--- config.mk ---
export PLATFORM = sky130hd
export DESIGN_NAME = apic_topology_decode_unit_flat
export DESIGN_NICKNAME = d
export VERILOG_FILES = /design/src/adu_pkg.sv /design/src/adu_if.sv /design/src/adu_div.sv /design/src/apic_topology_decode_unit.sv /design/src/flat_wrapper.sv
export SDC_FILE = /design/constraint.sdc
export NUM_CORES = 1
export LEC_CHECK = 0
export ABC_CLOCK_PERIOD_IN_PS = 15700
export BUFFER_PORTS_ARGS = -buffer_cell sky130_fd_sc_hd__buf_4
export CAP_MARGIN = 20
export CORE_MARGIN = 5
export CORE_UTILIZATION = 34
export CTS_CLUSTER_DIAMETER = 60
export DETAILED_ROUTE_END_ITERATION = 8
export MAX_ROUTING_LAYER = met4
export SYNTH_ARGS = -nofsm -noshare
export SYNTH_HDL_FRONTEND = slang
export SYNTH_SLANG_ARGS = --single-unit
--- constraint.sdc ---
create_clock -name clk -period 15.7 [get_ports clk]
set_clock_uncertainty 0.15 [all_clocks]
set_input_delay 4.71 -clock clk [delete_from_list [all_inputs] [get_ports clk]]
set_output_delay 4.71 -clock clk [all_outputs]
set_load 0.1 [all_outputs]
--- src/adu_pkg.sv ---
`timescale 1ns / 1ps
// ----------------------------------------------------------------------------
// adu_pkg - shared types and constants for the APIC topology decoder
// Beat payloads, divider request/response groups, action and level-type
// codes, and the shift helpers used by the decode logic.
// ----------------------------------------------------------------------------
package adu_pkg;

	// action codes
	localparam logic [1:0] ACT_BEGIN  = 2'd0;
	localparam logic [1:0] ACT_RECORD = 2'd1;
	localparam logic [1:0] ACT_FINISH = 2'd2;

	// sub-leaf level types (ECX[15:8])
	localparam logic [7:0] LT_SMT  = 8'h01;
	localparam logic [7:0] LT_CORE = 8'h02;

	// extended path needs basic leaf 0x0B
	localparam logic [31:0] EXT_MIN_LEAF = 32'h0000_000B;

	// sub-leaf record limit
	localparam int          LVL_W      = 4;
	localparam logic [LVL_W-1:0] MAX_LEVELS = 4'd8;

	// divider geometry: 8-bit dividend, 7-bit divisor
	localparam int DIV_STEPS = 8;
	localparam int DIV_CNT_W = $clog2(DIV_STEPS);

	typedef struct packed {
		logic [1:0]  action;
		logic [31:0] apic_in;
		logic [31:0] max_leaf;
		logic [7:0]  logical_count;
		logic [5:0]  cores_field;
		logic [31:0] sub_eax;
		logic [31:0] sub_ebx;
		logic [31:0] sub_ecx;
		logic [31:0] sub_edx;
	} cmd_item_t;

	typedef struct packed {
		logic        decoded;
		logic        used_extended;
		logic [31:0] apic_out;
		logic [15:0] pkg_number;
		logic [15:0] core_number;
		logic [7:0]  thread_number;
	} res_item_t;

	typedef struct packed {
		logic       start;
		logic [7:0] dividend;
		logic [6:0] divisor;
	} div_req_t;

	typedef struct packed {
		logic       done;
		logic [7:0] quotient;
	} div_rsp_t;

	// bits needed to cover n distinct values, 0 for n <= 1
	function automatic logic [3:0] bits_to_cover(input logic [7:0] n);
		logic [7:0] v;
		logic [3:0] s;
		v = n - 8'd1;
		s = 4'd0;
		for (int i = 0; i < 8; i++) begin
			if (v[i]) s = 4'(i + 1);
		end
		if (n <= 8'd1) s = 4'd0;
		return s;
	endfunction

	// mask of the low s bits, s up to 31
	function automatic logic [31:0] low_mask(input logic [4:0] s);
		return (32'h1 << s) - 32'h1;
	endfunction

endpackage

--- src/adu_if.sv ---
`timescale 1ns / 1ps
// ----------------------------------------------------------------------------
// adu_if - valid/ready channels for the APIC topology decoder
// Command channel carries begin, record and finish beats; result channel
// carries one decode per finish.
// ----------------------------------------------------------------------------
interface adu_cmd_if;
	logic               valid;
	logic               ready;
	adu_pkg::cmd_item_t payload;

	modport source (output valid, output payload, input ready);
	modport sink   (input valid, input payload, output ready);
endinterface

interface adu_res_if;
	logic               valid;
	logic               ready;
	adu_pkg::res_item_t payload;

	modport source (output valid, output payload, input ready);
	modport sink   (input valid, input payload, output ready);
endinterface

--- src/adu_div.sv ---
`timescale 1ns / 1ps
// ----------------------------------------------------------------------------
// adu_div - restoring divider, one quotient bit per cycle
// Divides the 8-bit logical count by the 7-bit core count with a single
// shared compare/subtract stage; done pulses after eight steps.
// ----------------------------------------------------------------------------
module adu_div (
	input  logic              clk,
	input  logic              arst_n,
	input  adu_pkg::div_req_t req,
	output adu_pkg::div_rsp_t rsp
);

	logic                         busy_q;
	logic                         done_q;
	logic [adu_pkg::DIV_CNT_W-1:0] cnt_q;
	logic [6:0]                   rem_q;
	logic [7:0]                   quo_q;
	logic [6:0]                   dvs_q;

	// trial subtract of the shifted remainder
	logic [7:0] trial;
	logic       fits;
	logic [7:0] diff;

	assign trial = {rem_q, quo_q[7]};
	assign fits  = trial >= {1'b0, dvs_q};
	assign diff  = trial - {1'b0, dvs_q};

	// control
	always_ff @(posedge clk or negedge arst_n) begin
		if (!arst_n) begin
			busy_q <= 1'b0;
			done_q <= 1'b0;
			cnt_q  <= '0;
		end else begin
			done_q <= 1'b0;
			if (req.start) begin
				busy_q <= 1'b1;
				cnt_q  <= '0;
			end else if (busy_q) begin
				cnt_q <= cnt_q + 1'b1;
				if (cnt_q == adu_pkg::DIV_CNT_W'(adu_pkg::DIV_STEPS - 1)) begin
					busy_q <= 1'b0;
					done_q <= 1'b1;
				end
			end
		end
	end

	// datapath
	always_ff @(posedge clk) begin
		if (req.start) begin
			rem_q <= '0;
			quo_q <= req.dividend;
			dvs_q <= req.divisor;
		end else if (busy_q) begin
			rem_q <= fits ? diff[6:0] : trial[6:0];
			quo_q <= {quo_q[6:0], fits};
		end
	end

	assign rsp.done     = done_q;
	assign rsp.quotient = quo_q;

endmodule

--- src/apic_topology_decode_unit.sv ---
`timescale 1ns / 1ps
// Begin, record and action-3 beats produce no result and leave the decoder idle.
// A finish beat issues the divider as it is accepted, then takes 8 divider
// steps and one result load; no beat is accepted while the divider runs, and
// the next beat is accepted no earlier than the decode is taken.
// Async reset clears all decode state to zero; no result is pending after reset.
// ----------------------------------------------------------------------------
// apic_topology_decode_unit - APIC ID to package/core/thread decoder
// Collects extended topology sub-leaf records after a begin beat and, on a
// finish beat, decodes through the extended path or the legacy shifts, or flags a failed decode.
// ----------------------------------------------------------------------------
module apic_topology_decode_unit (
	input  logic          clk,
	input  logic          arst_n,
	adu_cmd_if.sink       cmd,
	adu_res_if.source     res
);

	localparam logic [1:0] ST_IDLE = 2'd0;
	localparam logic [1:0] ST_DIV  = 2'd1;

	logic [1:0] state_q;

	// decode state
	logic [31:0]              start_apic_q;
	logic                     ext_allowed_q;
	logic [7:0]               logical_q;
	logic [5:0]               cores_q;
	logic [4:0]               thread_shift_q;
	logic [4:0]               pkg_shift_q;
	logic [31:0]              last_xapic_q;
	logic                     saw_level_q;
	logic                     enum_ended_q;
	logic [adu_pkg::LVL_W-1:0] level_count_q;

	logic               res_valid_q;
	adu_pkg::res_item_t res_q;

	adu_pkg::div_req_t div_req;
	adu_pkg::div_rsp_t div_rsp;

	logic cmd_acc;
	assign cmd.ready = (state_q == ST_IDLE) && (!res_valid_q || res.ready);
	assign cmd_acc   = cmd.valid && cmd.ready;

	// divider issue on finish
	assign div_req.start    = cmd_acc && (cmd.payload.action == adu_pkg::ACT_FINISH);
	assign div_req.dividend = logical_q;
	assign div_req.divisor  = {1'b0, cores_q} + 7'd1;

	adu_div u_div (
		.clk    (clk),
		.arst_n (arst_n),
		.req    (div_req),
		.rsp    (div_rsp)
	);

	// record decode
	logic [7:0] ltype;
	logic       rec_take;
	logic       rec_end;
	assign ltype    = cmd.payload.sub_ecx[15:8];
	assign rec_take = !enum_ended_q && (level_count_q < adu_pkg::MAX_LEVELS);
	assign rec_end  = (cmd.payload.sub_eax == 32'h0) && (cmd.payload.sub_ebx == 32'h0);

	// sequencer and state update
	always_ff @(posedge clk or negedge arst_n) begin
		if (!arst_n) begin
			state_q        <= ST_IDLE;
			start_apic_q   <= '0;
			ext_allowed_q  <= 1'b0;
			logical_q      <= '0;
			cores_q        <= '0;
			thread_shift_q <= '0;
			pkg_shift_q    <= '0;
			last_xapic_q   <= '0;
			saw_level_q    <= 1'b0;
			enum_ended_q   <= 1'b0;
			level_count_q  <= '0;
		end else begin
			unique case (state_q)
				ST_IDLE: begin
					if (cmd_acc) begin
						unique case (cmd.payload.action)
							adu_pkg::ACT_BEGIN: begin
								start_apic_q   <= cmd.payload.apic_in;
								ext_allowed_q  <= cmd.payload.max_leaf >= adu_pkg::EXT_MIN_LEAF;
								logical_q      <= cmd.payload.logical_count;
								cores_q        <= cmd.payload.cores_field;
								thread_shift_q <= '0;
								pkg_shift_q    <= '0;
								last_xapic_q   <= cmd.payload.apic_in;
								saw_level_q    <= 1'b0;
								enum_ended_q   <= 1'b0;
								level_count_q  <= '0;
							end
							adu_pkg::ACT_RECORD: begin
								if (rec_take) begin
									if (rec_end) begin
										enum_ended_q <= 1'b1;
									end else begin
										if (ltype == adu_pkg::LT_SMT)
											thread_shift_q <= cmd.payload.sub_eax[4:0];
										else if (ltype == adu_pkg::LT_CORE)
											pkg_shift_q <= cmd.payload.sub_eax[4:0];
										last_xapic_q  <= cmd.payload.sub_edx;
										saw_level_q   <= 1'b1;
										level_count_q <= level_count_q + 1'b1;
									end
								end
							end
							adu_pkg::ACT_FINISH: begin
								state_q <= ST_DIV;
							end
							default: begin
							end
						endcase
					end
				end
				ST_DIV: begin
					if (div_rsp.done) state_q <= ST_IDLE;
				end
				default: state_q <= ST_IDLE;
			endcase
		end
	end

	// final decode from divider result
	logic [7:0]  per_core;
	logic [3:0]  pshift;
	logic [3:0]  sshift;
	logic        ext_ok;
	logic        leg_ok;
	logic        ok;
	logic [31:0] src;
	logic [4:0]  ts;
	logic [4:0]  cs;
	logic [31:0] thr;
	logic [31:0] core;
	logic [31:0] pkg;

	always_comb begin
		per_core = (div_rsp.quotient == 8'd0) ? 8'd1 : div_rsp.quotient;
		pshift   = adu_pkg::bits_to_cover(logical_q);
		sshift   = adu_pkg::bits_to_cover(per_core);
		ext_ok   = ext_allowed_q && saw_level_q && (pkg_shift_q >= thread_shift_q);
		leg_ok   = (logical_q != 8'd0) && (pshift >= sshift);
		ok       = ext_ok || leg_ok;
		src      = ext_ok ? last_xapic_q : start_apic_q;
		ts       = ext_ok ? thread_shift_q : {1'b0, sshift};
		cs       = ext_ok ? pkg_shift_q : {1'b0, pshift};
		thr      = src & adu_pkg::low_mask(ts);
		core     = (src >> ts) & adu_pkg::low_mask(cs - ts);
		pkg      = src >> cs;
	end

	// result register
	always_ff @(posedge clk or negedge arst_n) begin
		if (!arst_n) begin
			res_valid_q <= 1'b0;
		end else if ((state_q == ST_DIV) && div_rsp.done) begin
			res_valid_q <= 1'b1;
		end else if (res.ready) begin
			res_valid_q <= 1'b0;
		end
	end

	always_ff @(posedge clk) begin
		if ((state_q == ST_DIV) && div_rsp.done) begin
			res_q.decoded       <= ok;
			res_q.used_extended <= ext_ok;
			res_q.apic_out      <= src;
			res_q.pkg_number    <= ok ? pkg[15:0] : 16'h0;
			res_q.core_number   <= ok ? core[15:0] : 16'h0;
			res_q.thread_number <= ok ? thr[7:0] : 8'h0;
		end
	end

	assign res.valid   = res_valid_q;
	assign res.payload = res_q;

endmodule

--- src/flat_wrapper.sv ---
// flat-port wrapper written by rule: the top's interface ports become plain ports
module apic_topology_decode_unit_flat 
  (clk, arst_n, cmd_valid, cmd_payload, cmd_ready, res_valid, res_payload, res_ready);
  adu_cmd_if cmd_i ();
  adu_res_if res_i ();
  input  logic clk;
  input  logic arst_n;
  input wire logic [$bits(cmd_i.valid)-1:0] cmd_valid;
  input wire logic [$bits(cmd_i.payload)-1:0] cmd_payload;
  output wire logic [$bits(cmd_i.ready)-1:0] cmd_ready;
  output wire logic [$bits(res_i.valid)-1:0] res_valid;
  output wire logic [$bits(res_i.payload)-1:0] res_payload;
  input wire logic [$bits(res_i.ready)-1:0] res_ready;
  assign cmd_i.valid = cmd_valid;
  assign cmd_i.payload = cmd_payload;
  assign cmd_ready = cmd_i.ready;
  assign res_valid = res_i.valid;
  assign res_payload = res_i.payload;
  assign res_i.ready = res_ready;
  apic_topology_decode_unit u_core (.clk(clk), .arst_n(arst_n), .cmd(cmd_i), .res(res_i));
endmodule
==> metrics <==
sum of net half-perimeters after detailed placement 36600 µm; count of pins on the block boundary approximately 290; unrepaired setup endpoints after global routing no; post-synthesis to final-layout area growth 21.2%; final number of max-transition violations 0; count of input and output buffers 263; DRC violations left 0; share of the synthesized area in the top cell type between 10% and 20%; headroom to the max-slew limit roughly a quarter; critical path data required time 10.84 ns; most common cell after layout, fill and taps aside sky130_fd_sc_hd__buf_4; TritonCTS Buffers 17; Critical R2R Launch u_core.thread_shift_q[1]; Cell variety after synth about 100; Hold Crit Start u_core.u_div.rem_q[6]; sum of negative setup slack 0 ns; CORE AREA just over 40000 µm²; Skew-Pair Late Insertion Delay 0.47 ns; number of global-route vias before repair 12000; wirelength, routed 46800 µm; total gr overflow 0; maximum frequency from static timing analysis roughly 98 MHz; worst hold-check slack ~0.31 ns; maximum number of pins on one net before global-route repair 76; TritonCTS clock tree done; clock edge transition at the registers on the reported setup and hold paths around 0.08 ns; share of the clock period used by the worst path 65.0%; capturing element type of the critical path output port; number of antenna violations at the first check in global routing 0; Most used DFF post-synth sky130_fd_sc_hd__dfrtp_1; total routing resource utilization after global routing between 20% and 30%; post-synthesis average cell area approximately 9.4 µm²; detailed-route vias per instance ~5.5; Core Rows 74; transition at the pin with the smallest max-transition slack ~1.1 ns; Filler Cells Inserted approximately 4000; starting density of the core roughly a third; leading area contributor after synthesis sky130_fd_sc_hd__edfxtp_1; minimum setup slack in the final design ~5.5 ns; H-tree level count 4; data arrival at the endpoint of the critical path around 5.3 ns; # setup viols final 0; Critical Path Source Type input port; FFs w/ async S/R, synth between 50% and 60%; first-pass GRT wire length about 71000 µm; final antenna-violating net count 0; vias after detailed routing roughly 12000; fraction of layout instances using a drive strength above 1 a little over a quarter; Hold/Removal Path Class flip-flop to flip-flop; result of the run completed; # clock sinks 198; maximum buffer depth of the clock tree 2; sequential element share of the synthesized area 38.6%; number of warnings printed during yosys synthesis 0; Mapped Area approximately 14000 µm²; die outline area roughly 45000 µm²; launch point of the critical path res_ready; commonest cells after routing, fill and taps aside sky130_fd_sc_hd__buf_4 (279), sky130_fd_sc_hd__nand2_1 (189), sky130_fd_sc_hd__mux2i_1 (150); Diodes inserted 0; number of nets in the layout between 1500 and 2000; WL per Instance ~21 µm; floorplan die height approximately 210 µm; number of DRC violations after detailed-routing iteration 0 around 900; root buffer selected by CTS sky130_fd_sc_hd__clkbuf_16; Yosys reg bits between 150 and 200; width of the die 212 µm; Resized cells post-CTS 0; setup slack after placement about 5.5 ns; cell types occupying the most area after synthesis sky130_fd_sc_hd__edfxtp_1 (19%), sky130_fd_sc_hd__dfrtp_1 (18%), sky130_fd_sc_hd__mux2i_1 (11%); number of buffers added for setup after CTS 0; max-cap check violation count 0; number of instances in the synthesized netlist between 1000 and 1500; hold violation total from the final report 0; number of nets produced by synthesis around 1700; post-route minimum period between 10 and 15 ns; number of enable-type register cells in the synthesized netlist between 80 and 90; biggest fanout along the worst timing path 2; detailed-routing iteration count for the pre-antenna-repair pass 5; last weighted congestion value of the routability-driven placer roughly 0.96; hold-fix buffer count after cts 0; critical path type input port to output port
## worst max-delay path, stage by stage
cell,delay (ns)
sky130_fd_sc_hd__buf_4,0.08
sky130_fd_sc_hd__inv_1,0.04
sky130_fd_sc_hd__a21oi_1,0.19
sky130_fd_sc_hd__buf_4,0.32
## registers in the layout, summed over array words and instances (netlist names), 4 cells and up
name	count
u_core.last_xapic_q	32
u_core.u_div.rem_q	7
u_core.u_div.dvs_q	7
u_core.pkg_shift_q	5
u_core.level_count_q	4
u_core.start_apic_q	32
u_core.logical_q	8
u_core.thread_shift_q	5
u_core.res.payload	74
u_core.cores_q	6
u_core.u_div.quo_q	8
## stage by stage
stage | utilization [%] | instances | cell area [µm²]
floorplan | - | 1478 | 13900
global placement | 39.9 | 2194 | 16200
detailed placement | 40.0 | 2195 | 16200
CTS | 41.5 | 2227 | 16900
global route | 41.5 | 2228 | 16900
finish | 41.5 | 2228 | 16900
## path summary, 6_finish.rpt
| kind | endpoint | slack [ns] | depth (start not counted) |
|---|---|---|---|
| setup / recovery | cmd_ready | 5.50 | 4 |
| hold / removal | u_core.u_div.rem_q[6] | 0.31 | 2 |
| setup reg to reg | u_core.res.payload[14] | 7.75 | 22 |
| hold reg to reg | u_core.u_div.rem_q[6] | 0.31 | 2 |
| max in group asynchronous | u_core.last_xapic_q[11] | 10.10 | 2 |
| min in group asynchronous | u_core.cores_q[4] | 4.01 | 1 |
## layer usage
| metal | global-route usage (%) | vias up | part of all wire [%] |
|---|---|---|---|
| met4 | 5.25 | 0 | 1.7 |
| met3 | 3.32 | 46 | 6.5 |
| met2 | 31.5 | 499 | 45 |
| met5 | - | - | 0 |
| met1 | 29.9 | 5933 | 47 |
| li1 | - | 5857 | - |
## area by class of cell
cell class	instances	area [µm²]	area share, %
Clock buffer	21	514	3.05
Clock inverter	11	97.6	0.579
Inverter	77	292	1.73
Multi-Input combinational cell	1110	7830	46.5
Sequential cell	198	5370	31.8
Tap cell	532	666	3.95
Timing Repair Buffer	279	2090	12.4
## kinds of logic (layout without fill, tap and decap cells)
kind of cell	after synthesis	after routing	share of synthesized area, %
AND/OR/NAND/NOR	490	490	16.6
adder cells (fa/ha/maj)	34	34	3.17
AO/OA/AOI/OAI	327	327	16.8
buffers and inverters	170	388	5.28
flip-flops	198	198	38.6
multiplexers	235	235	17.9
XOR/XNOR	24	24	1.70
## cell usage after synthesis, drive strengths merged (12+ instances only)
cell type / instances
nor3: 34
and2: 15
nand2: 190
clkbuf: 57
nor2: 109
nand4: 12
a211oi: 33
mux2i: 151
nand3: 40
o21ai: 66
dfrtp: 102
a31oi: 50
nor4: 31
buf: 36
xnor2: 16
a21oi: 51
a21o: 12
inv: 74
edfxtp: 89
ha: 32
mux2: 82
Power is not shown: default switching activity piles up to over one toggle a cycle in this logic, so the estimate is an artifact.
